**src/rtl/oer_pkg.sv**
```systemverilog
// ----------------------------------------------------------------------------
// oer_pkg: shared types and codes of the occupancy event reporter
// Widths, report kinds, register indexes and the structs passed between
// the top level and the rule engine.
// ----------------------------------------------------------------------------
package oer_pkg;

  localparam int unsigned TimeW     = 32;
  localparam int unsigned DebounceW = 16;
  localparam int unsigned RetryW    = 24;
  localparam int unsigned IdleW     = 24;
  localparam int unsigned CfgDataW  = 24;
  localparam int unsigned CfgIdxW   = 2;
  localparam int unsigned KindW     = 2;

  // Report kinds
  localparam logic [KindW-1:0] KindOccupied = 2'd0;
  localparam logic [KindW-1:0] KindReleased = 2'd1;
  localparam logic [KindW-1:0] KindRetry    = 2'd2;
  localparam logic [KindW-1:0] KindIdle     = 2'd3;

  // Register indexes
  localparam logic [CfgIdxW-1:0] RegDebounce = 2'd0;
  localparam logic [CfgIdxW-1:0] RegRetry    = 2'd1;
  localparam logic [CfgIdxW-1:0] RegIdle     = 2'd2;

  // Register reset values
  localparam logic [DebounceW-1:0] DebounceRst = 16'd50;
  localparam logic [RetryW-1:0]    RetryRst    = 24'd2000;
  localparam logic [IdleW-1:0]     IdleRst     = 24'd10000;

  typedef struct packed {
    logic [DebounceW-1:0] debounce_ms;
    logic [RetryW-1:0]    retry_ms;
    logic [IdleW-1:0]     idle_ms;
  } cfg_t;

  typedef struct packed {
    logic [TimeW-1:0] now_ms;
    logic             sensor_level;
    logic             ack_arrived;
  } poll_t;

  typedef struct packed {
    logic             valid;
    logic [KindW-1:0] kind;
    logic             level;
    logic [TimeW-1:0] time_ms;
  } report_t;

endpackage

```
**src/rtl/oer_core.sv**
```systemverilog
// ----------------------------------------------------------------------------
// oer_core: rule engine of the occupancy event reporter
// Holds the event state and evaluates one registered poll against the
// priority rules, giving at most one report and the next state.
// ----------------------------------------------------------------------------
module oer_core (
  input  logic              clk_i,
  input  logic              rst_ni,
  input  logic              step_i,
  input  oer_pkg::poll_t    poll_i,
  input  oer_pkg::cfg_t     cfg_i,
  output oer_pkg::report_t  report_o
);

  logic                       prev_level_q, prev_level_d;
  logic                       awaiting_q, awaiting_d;
  logic                       active_q, active_d;
  logic                       ack_q, ack_d;
  logic [oer_pkg::TimeW-1:0]  edge_time_q, edge_time_d;
  logic [oer_pkg::TimeW-1:0]  send_time_q, send_time_d;
  logic [oer_pkg::TimeW-1:0]  idle_time_q, idle_time_d;

  logic [oer_pkg::TimeW-1:0]  edge_diff, send_diff, idle_diff;
  logic                       ack_l, fire_evt, fire_rel, fire_retry, fire_idle;
  logic                       level;

  // Elapsed times, modulo the timestamp width
  assign level     = poll_i.sensor_level;
  assign ack_l     = ack_q | poll_i.ack_arrived;
  assign edge_diff = poll_i.now_ms - edge_time_q;
  assign send_diff = poll_i.now_ms - send_time_q;
  assign idle_diff = poll_i.now_ms - idle_time_q;

  // Rules in priority order
  assign fire_evt = !level && prev_level_q && !awaiting_q && !active_q &&
                    (edge_diff > {{(oer_pkg::TimeW-oer_pkg::DebounceW){1'b0}},
                                  cfg_i.debounce_ms});
  assign fire_rel   = awaiting_q && ack_l;
  assign fire_retry = awaiting_q &&
                      (send_diff > {{(oer_pkg::TimeW-oer_pkg::RetryW){1'b0}},
                                    cfg_i.retry_ms});
  assign fire_idle  = !awaiting_q && level &&
                      (idle_diff > {{(oer_pkg::TimeW-oer_pkg::IdleW){1'b0}},
                                    cfg_i.idle_ms});

  // Select report and next state
  always_comb begin
    prev_level_d     = prev_level_q;
    awaiting_d       = awaiting_q;
    active_d         = active_q;
    ack_d            = ack_l;
    edge_time_d      = edge_time_q;
    send_time_d      = send_time_q;
    idle_time_d      = idle_time_q;
    report_o.valid   = 1'b0;
    report_o.kind    = oer_pkg::KindOccupied;
    report_o.level   = 1'b0;
    report_o.time_ms = poll_i.now_ms;
    if (fire_evt) begin
      edge_time_d    = poll_i.now_ms;
      send_time_d    = poll_i.now_ms;
      awaiting_d     = 1'b1;
      active_d       = 1'b1;
      prev_level_d   = 1'b0;
      ack_d          = 1'b0;
      report_o.valid = 1'b1;
    end else if (fire_rel) begin
      awaiting_d     = 1'b0;
      ack_d          = 1'b0;
      report_o.valid = 1'b1;
      report_o.kind  = oer_pkg::KindReleased;
      report_o.level = 1'b1;
    end else if (fire_retry) begin
      send_time_d    = poll_i.now_ms;
      report_o.valid = 1'b1;
      report_o.kind  = oer_pkg::KindRetry;
    end else begin
      // re-arm on a rising edge, then consider the idle report
      if (level && !prev_level_q) begin
        prev_level_d = 1'b1;
        active_d     = 1'b0;
      end
      if (fire_idle) begin
        idle_time_d    = poll_i.now_ms;
        report_o.valid = 1'b1;
        report_o.kind  = oer_pkg::KindIdle;
        report_o.level = 1'b1;
      end
    end
  end

  // Advance state once per processed poll
  always_ff @(posedge clk_i or negedge rst_ni) begin
    if (!rst_ni) begin
      prev_level_q <= 1'b1;
      awaiting_q   <= 1'b0;
      active_q     <= 1'b0;
      ack_q        <= 1'b0;
      edge_time_q  <= '0;
      send_time_q  <= '0;
      idle_time_q  <= '0;
    end else if (step_i) begin
      prev_level_q <= prev_level_d;
      awaiting_q   <= awaiting_d;
      active_q     <= active_d;
      ack_q        <= ack_d;
      edge_time_q  <= edge_time_d;
      send_time_q  <= send_time_d;
      idle_time_q  <= idle_time_d;
    end
  end

  // An accepted event leaves the block waiting with a clear latch
  a_event_arms: assert property (@(posedge clk_i) disable iff (!rst_ni)
    step_i && report_o.valid && report_o.kind == oer_pkg::KindOccupied
    |=> awaiting_q && active_q && !ack_q && !prev_level_q)
    else $error("event report did not arm the wait state");

  // A release consumes the latched acknowledge
  a_release_clears: assert property (@(posedge clk_i) disable iff (!rst_ni)
    step_i && report_o.valid && report_o.kind == oer_pkg::KindReleased
    |=> !awaiting_q && !ack_q)
    else $error("release report left the wait state set");

  // Accepted level and event-in-progress always move together
  a_level_active: assert property (@(posedge clk_i) disable iff (!rst_ni)
    prev_level_q == !active_q)
    else $error("accepted level and event flag disagree");

endmodule

```
**src/rtl/occupancy_event_reporter.sv**
```systemverilog
// ----------------------------------------------------------------------------
// occupancy_event_reporter: occupancy sensor poll to event report converter
// Input register, rule engine and output register with valid/ready channels.
// ----------------------------------------------------------------------------
// One poll is accepted every clock cycle while the output register is taken
// at once; a poll that gives no report moves on even when the output register
// is full. A poll is held in the input register, where the rule engine
// evaluates it and updates its state, and its report, if any, is loaded into
// the output register at the end of the cycle in which the poll is processed.
// The rate is set by the state update of the rule engine. The user must write
// registers through the plain write port only while no poll is in flight;
// the block itself does not enforce this.
module occupancy_event_reporter (
  input  logic                            clk_i,
  input  logic                            rst_ni,
  // poll channel
  input  logic                            in_valid_i,
  output logic                            in_ready_o,
  input  logic [oer_pkg::TimeW-1:0]       now_ms_i,
  input  logic                            sensor_level_i,
  input  logic                            ack_arrived_i,
  // register write port
  input  logic                            cfg_we_i,
  input  logic [oer_pkg::CfgIdxW-1:0]     cfg_index_i,
  input  logic [oer_pkg::CfgDataW-1:0]    cfg_wdata_i,
  // report channel
  output logic                            out_valid_o,
  input  logic                            out_ready_i,
  output logic [oer_pkg::KindW-1:0]       report_kind_o,
  output logic                            reported_level_o,
  output logic [oer_pkg::TimeW-1:0]       report_time_ms_o
);

  oer_pkg::cfg_t     cfg_q;
  oer_pkg::poll_t    poll_q;
  oer_pkg::report_t  report;
  logic              poll_valid_q;
  logic              step;
  logic              out_free;
  logic              out_valid_q;
  logic [oer_pkg::KindW-1:0] kind_q;
  logic              level_q;
  logic [oer_pkg::TimeW-1:0] time_q;

  // Register writes; an unknown index is dropped
  always_ff @(posedge clk_i or negedge rst_ni) begin
    if (!rst_ni) begin
      cfg_q.debounce_ms <= oer_pkg::DebounceRst;
      cfg_q.retry_ms    <= oer_pkg::RetryRst;
      cfg_q.idle_ms     <= oer_pkg::IdleRst;
    end else if (cfg_we_i) begin
      unique case (cfg_index_i)
        oer_pkg::RegDebounce: cfg_q.debounce_ms <= cfg_wdata_i[oer_pkg::DebounceW-1:0];
        oer_pkg::RegRetry:    cfg_q.retry_ms    <= cfg_wdata_i[oer_pkg::RetryW-1:0];
        oer_pkg::RegIdle:     cfg_q.idle_ms     <= cfg_wdata_i[oer_pkg::IdleW-1:0];
        default: ;
      endcase
    end
  end

  // Process the held poll when it gives no report or its report has somewhere to go
  assign out_free   = !out_valid_q || out_ready_i;
  assign step       = poll_valid_q && (out_free || !report.valid);
  assign in_ready_o = !poll_valid_q || step;

  // Input register
  always_ff @(posedge clk_i or negedge rst_ni) begin
    if (!rst_ni) begin
      poll_valid_q <= 1'b0;
    end else if (in_ready_o) begin
      poll_valid_q <= in_valid_i;
    end
  end

  always_ff @(posedge clk_i) begin
    if (in_ready_o && in_valid_i) begin
      poll_q.now_ms       <= now_ms_i;
      poll_q.sensor_level <= sensor_level_i;
      poll_q.ack_arrived  <= ack_arrived_i;
    end
  end

  oer_core u_core (
    .clk_i    (clk_i),
    .rst_ni   (rst_ni),
    .step_i   (step),
    .poll_i   (poll_q),
    .cfg_i    (cfg_q),
    .report_o (report)
  );

  // Output register: load a new report, drop a taken one
  always_ff @(posedge clk_i or negedge rst_ni) begin
    if (!rst_ni) begin
      out_valid_q <= 1'b0;
    end else if (out_free) begin
      out_valid_q <= step && report.valid;
    end
  end

  always_ff @(posedge clk_i) begin
    if (step && report.valid) begin
      kind_q  <= report.kind;
      level_q <= report.level;
      time_q  <= report.time_ms;
    end
  end

  assign out_valid_o      = out_valid_q;
  assign report_kind_o    = kind_q;
  assign reported_level_o = level_q;
  assign report_time_ms_o = time_q;

endmodule
```
**config.mk**
```make
export PLATFORM = sky130hd
export DESIGN_NAME = occupancy_event_reporter
export DESIGN_NICKNAME = d
export VERILOG_FILES = /design/src/rtl/oer_pkg.sv /design/src/rtl/oer_core.sv /design/src/rtl/occupancy_event_reporter.sv
export SDC_FILE = /design/constraint.sdc
export NUM_CORES = 1
export LEC_CHECK = 0
export BUFFER_PORTS_ARGS = -buffer_cell sky130_fd_sc_hd__buf_2
export CAP_MARGIN = 20
export CORE_MARGIN = 2
export CORE_UTILIZATION = 50
export CTS_CLUSTER_SIZE = 12
export DETAILED_ROUTE_END_ITERATION = 7
export PLACE_DENSITY = 0.7
export SYNTH_ARGS = -nofsm -noshare
export SYNTH_HDL_FRONTEND = slang
export SYNTH_HIERARCHICAL = 1
export SYNTH_SLANG_ARGS = --single-unit
```
**constraint.sdc**
```tcl
create_clock -name clk_i -period 5.9 [get_ports clk_i]
set_input_delay 0 -clock clk_i [delete_from_list [all_inputs] [get_ports clk_i]]
set_output_delay 0 -clock clk_i [all_outputs]
set_load 0.1 [all_outputs]
```
# Yosys cells after proc, flatten, opt, wreduce, memory -nomap -nowiden
# Cells that the tools add are included.
totals:
  reg_bits: 235
  latchBits: 0
  ramBits: 0
  romBits: 0
  input_bits: 65
  word_cells: 88
  memories: 0
classes:
  n_addsub: 3
  multipliers: 0
  div_mod_pow: 0
  order_cmp: 3
  n_eq_ne: 4
  shifts: 0
  mux: 20
  bitwise: 4
  reduce_logical: 35
op_table:
  columns: ["operator", "n"]
  rows:
  - ["32-bit two-way mux", 3]
  - ["32-bit subtractor", 3]
  - ["32-bit by 24-bit > comparator with 1-bit output", 2]
  - ["32-bit by 16-bit > comparator with 1-bit output", 1]
  - ["1-bit two-way mux", 14]
  - ["1-bit logical AND", 12]
  - ["2-bit AND reduction", 5]
  - ["4-bit two-way mux", 2]
  - ["1-bit zero test", 7]
  - ["2-bit nonzero test", 3]
  - ["5-bit AND reduction", 1]
  - ["2-bit by 1-bit != test with 1-bit output, second input constant", 2]
  - ["4-bit AND reduction", 1]
  - ["1-bit logical OR", 3]
  - ["3-bit two-way mux", 1]
  - ["1-bit NOT", 3]
  - ["3-bit AND reduction", 1]
  - ["2-bit by 1-bit == test with 1-bit output, second input constant", 1]
  - ["2-bit == test, second input constant", 1]
  - ["2-bit zero test", 1]
  - ["2-bit OR reduction", 1]
  - ["1-bit bitwise OR", 1]

# Longest topological paths before layout
# Gate-level depths: netlist of run 1.
logic_depth:
  word_depth: 12
  depth_mapped: 30

# Cells and area by module
# Netlist of run 1, hierarchy kept.
by_module_without_submodules:
  columns: ["mod", "instances", "cells_per_inst", "area_each_um2", "seq_area_each_um2"]
  rows:
  - ["oer_core", 1, 1347, 11413.4, 2503.7]
  - ["occupancy_event_reporter", 1, 215, 4605.7, 3741.1]

# Worst setup path before layout of run 1
# OpenSTA, ideal clock, no wires.
synth_path:
  kind: "reg-to-reg"
  from: "register poll_q[2] in the netlist's numbering"
  to: "register poll_q[0] in the netlist's numbering, enable pin"
  arrival_ps: 6551
  setup_slack_ps: -1045
  path_stages_with_launch: 27
  n_path_buf: 0
  period_less_slack_ps: 6945
  path_cell_list: "edfxtp_1 -> inv_1 -> ha_1 -> inv_1 -> fa_1 -> a211oi_1 -> o21bai_1 -> a21oi_1 -> nor3_1 -> or3b_2 -> nand3_1 -> nand2_1 -> a21o_1 -> a21oi_1 -> xnor2_1 -> ha_1 -> a21o_1 -> a21o_1 -> a21oi_1 -> o21ai_0 -> a21oi_1 -> o22ai_1 -> or4_4 -> o41ai_4 -> nand4_1 -> nand4b_1 -> and2_1"
synth_rtl:
  columns: ["item", "line", "text"]
  rows:
  - ["start: declaration", "occupancy_event_reporter.sv:35", "oer_pkg::poll_t poll_q;"]

==> key figures, run 1 <==
Yosys
  • Most common flop cell mapped by yosys: dfrtp_1
  • Number of synthesized register bits: roughly 240
  • Netlist cell types: slightly below 80
  • Mapped cell area: roughly 16000 um2
  • Avg Cell Area, Syn: approximately 10 um2
  • Post-synth ARST share: between 70 and 80%
  • Yosys warnings: 6
  • Area contributors post-synth: dfrtp_1 24%, edfxtp_1 13%, ha_1 12%
  • Number of synthesized flops with an enable pin: about 70
  • Cell taking the most area after synthesis: dfrtp_1
  • Sequential-to-total area share from yosys stat: around two fifths
  • Syn_nets: ~1.8k
  • Cell count after synthesis: around 1.6k
  • Share of the synthesized area in the top cell type: a little under a quarter

Job
  • Maxcap violations: 0

Clocking
  • H-tree Lvls: 1
  • CTS clk-pin slew, worst paths: about 0.070 ns
  • Clk sinks: approximately 240
  • Num CTS Buffers: 26
  • CTS tree: built
  • Clock Tree Buf Depth: 3
  • Worst-Skew Late Latency: 0.55 ns
  • Root Driver: clkbuf_16

Placed design
  • DP HPWL: between 30000 and 40000 um
  • DP Area: 17240 um2
  • I/O Buffers: roughly 100
  • Cells after DPL: a little over 2k
  • GP Congestion: approximately 0.9

Drt
  • DR iter-0 viols: about 800
  • WL/cell: 19.57 um
  • DR vias/cell: 5.791
  • ANT nets after route: 0
  • Initial DRT Pass Iterations: 6
  • Final wirelength: about 43000 um
  • DRC errors left: 0
  • Total number of vias: between 10k and 15k

Layout
  • Commonest non-fill, non-tap cell in the layout: inv_1
  • Final net count: 2012
  • Register Area: about 6200 um2
  • Area of the multi-input gates: 9039 um2
  • Final Cell Area: ~20000 um2
  • Fin util: about three fifths
  • Most frequent cells in the layout: 173 x inv_1, 153 x ha_1, 151 x dfrtp_1
  • P&R area growth vs syn: 21.63%
  • Layout cell share with drive strength beyond 1: a little over a quarter
  • Post-Layout Cell Count: about 2.2k
  • # fillers: roughly 2.6k

GRT
  • Largest net degree at the start of global routing: just over 70
  • Vias in the first global route: between 10k and 15k
  • Gr ovfl total: 0
  • GRT Util Overall: around 25%
  • Initial antenna violation count: 0
  • First-pass GRT wire length: between 60000 and 70000 um

Critical path
  • CP Class: flip-flop to flip-flop
  • Crit-path max cell delay: 0.44 ns
  • CP max stage cell: or4_4
  • Crit Path Max Fanout: 8
  • Critical Path Source Type: flip-flop
  • Worst EP arrival: between 6 and 7 ns
  • Required @ worst endpoint: about 6.3 ns
  • Setup crit end kind: flip-flop
  • Top cell by count, worst path: a21oi_2

Timing
  • Slew Viols, Final: 0
  • Worst-Margin Slew: ~0.98 ns
  • Max-slew headroom: approximately a third
  • Max Clk Rate: around 160 MHz
  • RSZ-0062 raised after global routing: true
  • Final Cycle Share: 107.3%
  • Minimum clock period: between 6 and 7 ns
  • Final hold vios: 0
  • Clock Skew: 0.02441 ns
  • Setup_tns: -27.02 ns
  • Fin worst setup slack: -0.4283 ns
  • Fin Hold WS: around 0.047 ns
  • Final setup fails: about 130

Floorplan
  • Area of the die: 33490 um2
  • Row count: 65
  • Chip width: 183.0 um
  • Total core area: roughly 32000 um2
  • Initial Util: 50.77%
  • Die Span Y: ~180 um
  • Boundary pin count: around 100

Power and ir drop
  • VDD IR max: 0.3241 mV
  • PwrDens: 602.5 nW/um2
  • Lkg Pwr: roughly 0.0091 uW

Status
  • Outcome: complete, but fails checks
  • Failing checks: setup timing

Min path
  • Worst hold path type: primary input to asynchronous set/reset pin
worst paths after layout:
check                      cells past startpoint                endpoint  slack (ns)                    from
min                                            2               cfg_q[51]        0.05                  rst_ni
max in group asynchronous                      3  u_core/send_time_q[20]        4.73                  rst_ni
min in group clk_i                             2               poll_q[5]        0.17             now_ms_i[3]
min reg2reg                                    1  u_core/edge_time_q[29]        0.50  u_core/edge_time_q[29]
max reg2reg                                   33  u_core/idle_time_q[31]       -0.43               poll_q[2]
max                                           33  u_core/idle_time_q[31]       -0.43               poll_q[2]
cells in the mapped netlist (5+ instances only):
master,number
a21oi_1,127
clkbuf_1,24
dfstp_2,15
and2_1,8
or3_1,7
a21o_1,57
o211ai_1,8
o21ai_0,67
nor4_1,10
xnor2_1,44
nor3_1,15
nand3_1,16
nand4_1,34
mux2_4,30
and3_1,8
a31oi_1,5
o21bai_1,18
o22ai_1,6
buf_2,8
edfxtp_1,69
ha_1,157
o31ai_1,6
a21boi_0,5
nand2_1,86
buf_4,35
xor2_1,29
o21ai_1,5
mux2i_1,5
nor2b_1,14
nand2b_1,12
inv_1,176
o21a_1,25
nor2_1,62
a211oi_1,10
mux2_2,127
dfrtp_1,151
per-layer routing:
metal	global-route usage, %	routed length [um]	share of wire [%]	vias up
li1	-	-	-	6038
met1	34.61	19590	45	6313
met2	41.55	20430	47	372
met3	2.899	2203	5.1	76
met4	6.432	1023	2.4	0
met5	0	0	0	-
cell families (layout without fill, tap and decap cells):
group	Yosys count	count (layout)	synth area share, %
compound gates	383	383	15.54
simple gates	298	298	9.623
buf+inv	249	494	7.030
flops	235	235	38.98
mux	164	164	12.19
fa+ha+maj	160	160	12.64
xor+xnor	73	73	3.991
other cells	0	1	0
state kept, by name, summed over array words and instances, names as in the netlist:
register             cells
report_kind_o            2
u_core/idle_time_q      32
poll_q                  34
u_core/ack_q             1
u_core/edge_time_q      32
report_time_ms_o        32
cfg_q                   64
u_core/active_q          1
out_valid_o              1
reported_level_o         1
u_core/awaiting_q        1
u_core/prev_level_q      1
poll_valid_q             1
u_core/send_time_q      32
metrics by stage:
| stage | power [uW] | setup WS, ns |
|---|---|---|
| finish | 11740 | -0.4283 |
| CTS | 11450 | -0.04097 |
| floorplan | 7820 | -0.1449 |
| global placement | 9339 | -0.08325 |
| global route | 12610 | -0.5880 |
| detailed placement | 9507 | -0.1668 |
worst max-delay path, delay by kind of cell (launching register included):
kind | cells | cell delay [ns]
XOR/XNOR | 1 | 0.10
AO/OA/AOI/OAI | 13 | 2.24
multiplexers | 1 | 0.33
buffers and inverters | 7 | 0.91
AND/OR/NAND/NOR | 8 | 1.49
adder cells (fa/ha/maj) | 3 | 0.70
flip-flops | 1 | 0.43
power by group:
group | switching (uW) | total [uW] | internal [uW] | leakage (uW)
registers | 347 | 2600 | 2260 | 0.00261
clock network | 663 | 1580 | 919 | 0.000415
logic | 4210 | 7550 | 3350 | 0.00606
repair_timing:
action	CTS	global route
cloned	2	7
setup endpoints to repair	96	172
hold buffers	64	0
gates resized for setup	28	65
endpoints found under the hold margin	168	0
buffers inserted	32	11
pin swaps	10	9
layout make-up:
cell class	count	share of cell area (%)
Antenna cell	1	0.01284
Clock buffer	38	3.827
Clock inverter	10	0.4367
Inverter	176	3.391
Multi-Input combinational cell	1078	46.39
Sequential cell	235	32.05
Tap cell	402	2.582
Timing Repair Buffer	270	11.31
Note: power is estimated with default switching activity, not from simulation.
==> inputs of run 2 (changes only) <==
--- a/config.mk
+++ b/config.mk
@@ -14,5 +14,4 @@
 export PLACE_DENSITY = 0.7
 export SYNTH_ARGS = -nofsm -noshare
 export SYNTH_HDL_FRONTEND = slang
-export SYNTH_HIERARCHICAL = 1
 export SYNTH_SLANG_ARGS = --single-unit
==> key figures, run 2 <==
Clocking
  • Root Driver: clkbuf_16
  • Worst-Skew Late Latency: 0.57 ns (+0.02 ns)
  • Num CTS Buffers: 27 (+3.8%)
  • Clk sinks: 234 (-0.43%)
  • H-tree Lvls: 1 (unchanged)
  • Clock Tree Buf Depth: 3 (unchanged)
  • CTS tree: built
  • CTS clk-pin slew, worst paths: 0.06 ns (about the same)

GRT
  • Largest net degree at the start of global routing: 87 (+23%)
  • Gr ovfl total: 0 (unchanged)
  • Initial antenna violation count: 0 (unchanged)
  • First-pass GRT wire length: 68770 um (+3.7%)
  • Vias in the first global route: 12.91k (+2.1%)
  • GRT Util Overall: 26.37% (+1.5 points)

Critical path
  • RR Startpoint: poll_q[2]
  • Crit Path Max Fanout: 3 (-5)
  • Worst setup path start: poll_q[2]
  • Setup crit end kind: output port
  • Critical Path Source Type: flip-flop
  • Worst EP arrival: 5.74 ns (-1.01 ns)
  • Worst r2r path cells: 23 (-30%)
  • CP Class: flip-flop to output port
  • Required @ worst endpoint: 5.90 ns (-0.42 ns)
  • R2r setup slk: 0.18 ns (+0.61 ns)
  • Crit Reg-Reg Endpoint: poll_q[7]

Timing
  • Minimum clock period: 5.741 ns (-0.5871 ns)
  • Clock Skew: 0.01654 ns (-0.007867 ns)
  • Fin worst setup slack: 0.1589 ns (+0.5871 ns)
  • Final setup fails: 0 (-100%)
  • Final hold vios: 0 (unchanged)
  • Max-slew headroom: 44.31% (+10 points)
  • Slew Viols, Final: 0 (unchanged)
  • Worst-Margin Slew: 0.8237 ns (-0.1608 ns)
  • Max Clk Rate: 174.2 MHz (+10%)
  • Setup_tns: 0 ns (+27.02 ns)
  • Final Cycle Share: 97.31% (-10 points)

Drt
  • Final wirelength: 43360 um (+0.27%)
  • Initial DRT Pass Iterations: 5 (-1)
  • ANT nets after route: 0 (unchanged)
  • DR vias/cell: 5.762 (-0.50%)
  • WL/cell: 19.31 um (-1.3%)
  • Total number of vias: 12.94k (+1.1%)
  • DRC errors left: 0 (unchanged)
  • DR iter-0 viols: 853 (+6.5%)

Power and ir drop
  • Lkg Pwr: 0.008597 uW (-5.3%)
  • PwrDens: 602.8 nW/um2 (about the same)
  • Overall Power: 11410 uW (-2.8%)
  • VDD IR max: 0.3141 mV (-3.1%)

Yosys
  • Mapped cell area: 15660 um2 (-2.2%)
  • Post-synthesis compound-gate area fraction: 17.94% (+2.4 points)
  • Adder-cell share of the synthesized area: 12.93% (+0.29 points)
  • Post-synth ARST share: 70.94% (+0.30 points)
  • Yosys warnings: 0 (-6)
  • Mux cell area share after synthesis: 8.588% (-3.6 points)
  • Number of synthesized register bits: 234 (-0.43%)
  • Xor and xnor area share after synthesis: 4.362% (+0.37 points)
  • Avg Cell Area, Syn: 9.807 um2 (-4.4%)
  • Syn_nets: 1822 (+2.0%)
  • Most common cell in the netlist: inv_1
  • Cell count after synthesis: 1597 (+2.2%)
  • Post-synth top cells: 180 x inv_1, 157 x ha_1, 151 x dfrtp_1
  • Sequential-to-total area share from yosys stat: 39.68% (+0.70 points)
  • Cell taking the most area after synthesis: dfrtp_1
  • Post-Synth Simple-Gate Area: 10.46% (+0.84 points)
  • Largest family of logic cells by synthesized area: compound AO/OA/AOI/OAI gates
  • Number of synthesized flops with an enable pin: 68 (-1.4%)
  • Share of the synthesized area in the top cell type: 24.13% (+0.54 points)
  • Netlist cell types: 85 (+7.6%)
  • Area contributors post-synth: dfrtp_1 24%, edfxtp_1 13%, ha_1 13%
  • Most common flop cell mapped by yosys: dfrtp_1

Layout
  • Layout cell share with drive strength beyond 1: 22.82% (-4.3 points)
  • Register Area: 6215 um2 (-0.48%)
  • Area of the multi-input gates: 8773 um2 (-2.9%)
  • Largest regs: cfg_q (64), poll_q (34)
  • Final net count: 2053 (+2.0%)
  • Max reg flops: 64 (unchanged)
  • Most frequent cells in the layout: 179 x inv_1, 154 x ha_1, 151 x dfrtp_1
  • Reg with most FFs: cfg_q
  • Commonest non-fill, non-tap cell in the layout: inv_1
  • P&R area growth vs syn: 20.90%
  • # fillers: 2585 (+0.62%)

Status
  • Outcome: finished, final reports clean

Floorplan
  • Row count: 64 (-1.5%)
  • Boundary pin count: 102 (unchanged)
  • Die Span Y: 181.0 um (-1.1%)
  • Area of the die: 32750 um2 (-2.2%)
  • Total core area: 30750 um2 (-2.6%)
  • Initial Util: 50.93% (+0.17 points)
  • Chip width: 181.0 um (-1.1%)

Placed design
  • I/O Buffers: 101 (unchanged)
  • GP Congestion: 0.9317 (+1.0%)
  • DP HPWL: 32110 um (+4.2%)
  • Pre-CTS setup slack: -0.2367 ns (-0.06990 ns)

Job
  • Maxcap violations: 0 (unchanged)

Min path
  • Worst hold path type: primary input to asynchronous set/reset pin
## run 2: worst max-delay path, stage by stage, from the launching register on
cell and delay (ns):
edfxtp_1 0.41, inv_2 0.10, buf_6 0.12, ha_4 0.13, inv_1 0.05, fa_2 0.35, a211o_1 0.28, a211o_1 0.37
buf_6 0.15, nand2_1 0.05, nand2_1 0.06, xor2_1 0.15, ha_1 0.33, nand4_1 0.17, nor2_2 0.07, a2111oi_4 0.42
o221ai_2 0.16, or4_4 0.49, or4_4 0.56, a211oi_4 0.30, nor2_2 0.07, buf_6 0.13, nand2_4 0.07, buf_12 0.17
## run 2: where the power goes
part	internal (uW)	switching, uW
Combinational	2970	4320
Clock	923	694
Sequential	2240	264
Total	6140	5280
## run 2: worst max-delay path by stage
stage / to / slack, ns / depth (start not counted)
after global routing: in_ready_o / -0.03 / 27
after detailed placement: poll_q[5] / -0.24 / 21
after global placement: poll_q[2] / -0.11 / 21
final: in_ready_o / 0.16 / 23
after floorplan: poll_q[0] / 0.14 / 20
after CTS: in_ready_o / 0.007 / 22
## run 2: final cells by class
class	count	area share, %
Timing Repair Buffer	255	10.19
Inverter	180	3.568
Clock inverter	9	0.5022
Antenna cell	1	0.01322
Multi-Input combinational cell	1130	46.34
Clock buffer	41	3.952
Sequential cell	234	32.82
Tap cell	396	2.617
## run 2: cells by family (layout without fill, tap and decap cells)
family          count (synthesis)  after routing
simple gates                  346            346
fa+ha+maj                     160            160
other cells                     0              1
mux                           117            117
xor+xnor                       78             78
buf+inv                       233            485
compound gates                429            429
flops                         234            234
## run 2: metrics by stage
step                      std cells  util [%]  cell area, um2  hold slack, ns
after floorplan                1597         -           15680         -0.2956
after global placement         2109     55.30           17010          0.1254
after detailed placement       2109     55.30           17010          0.1296
after CTS                      2234     60.79           18690         0.09457
after global routing           2245     61.57           18930          0.1378
final                          2246     61.58           18930         0.07113
## run 2: per-layer routing
metal,routed length (um),GRT usage [%]
met1,20160,37.86
met2,19460,42.14
met3,2513,3.346
met4,1231,7.285
met5,0,0
## run 2: repair_timing
item | CTS | global route
endpoints found under the setup margin | 135 | 108
pin swaps | 16 | 29
buffers inserted | 10 | 9
hold buffers | 65 | 0
hold endpoints to repair | 186 | 0
gates resized for setup | 30 | 28
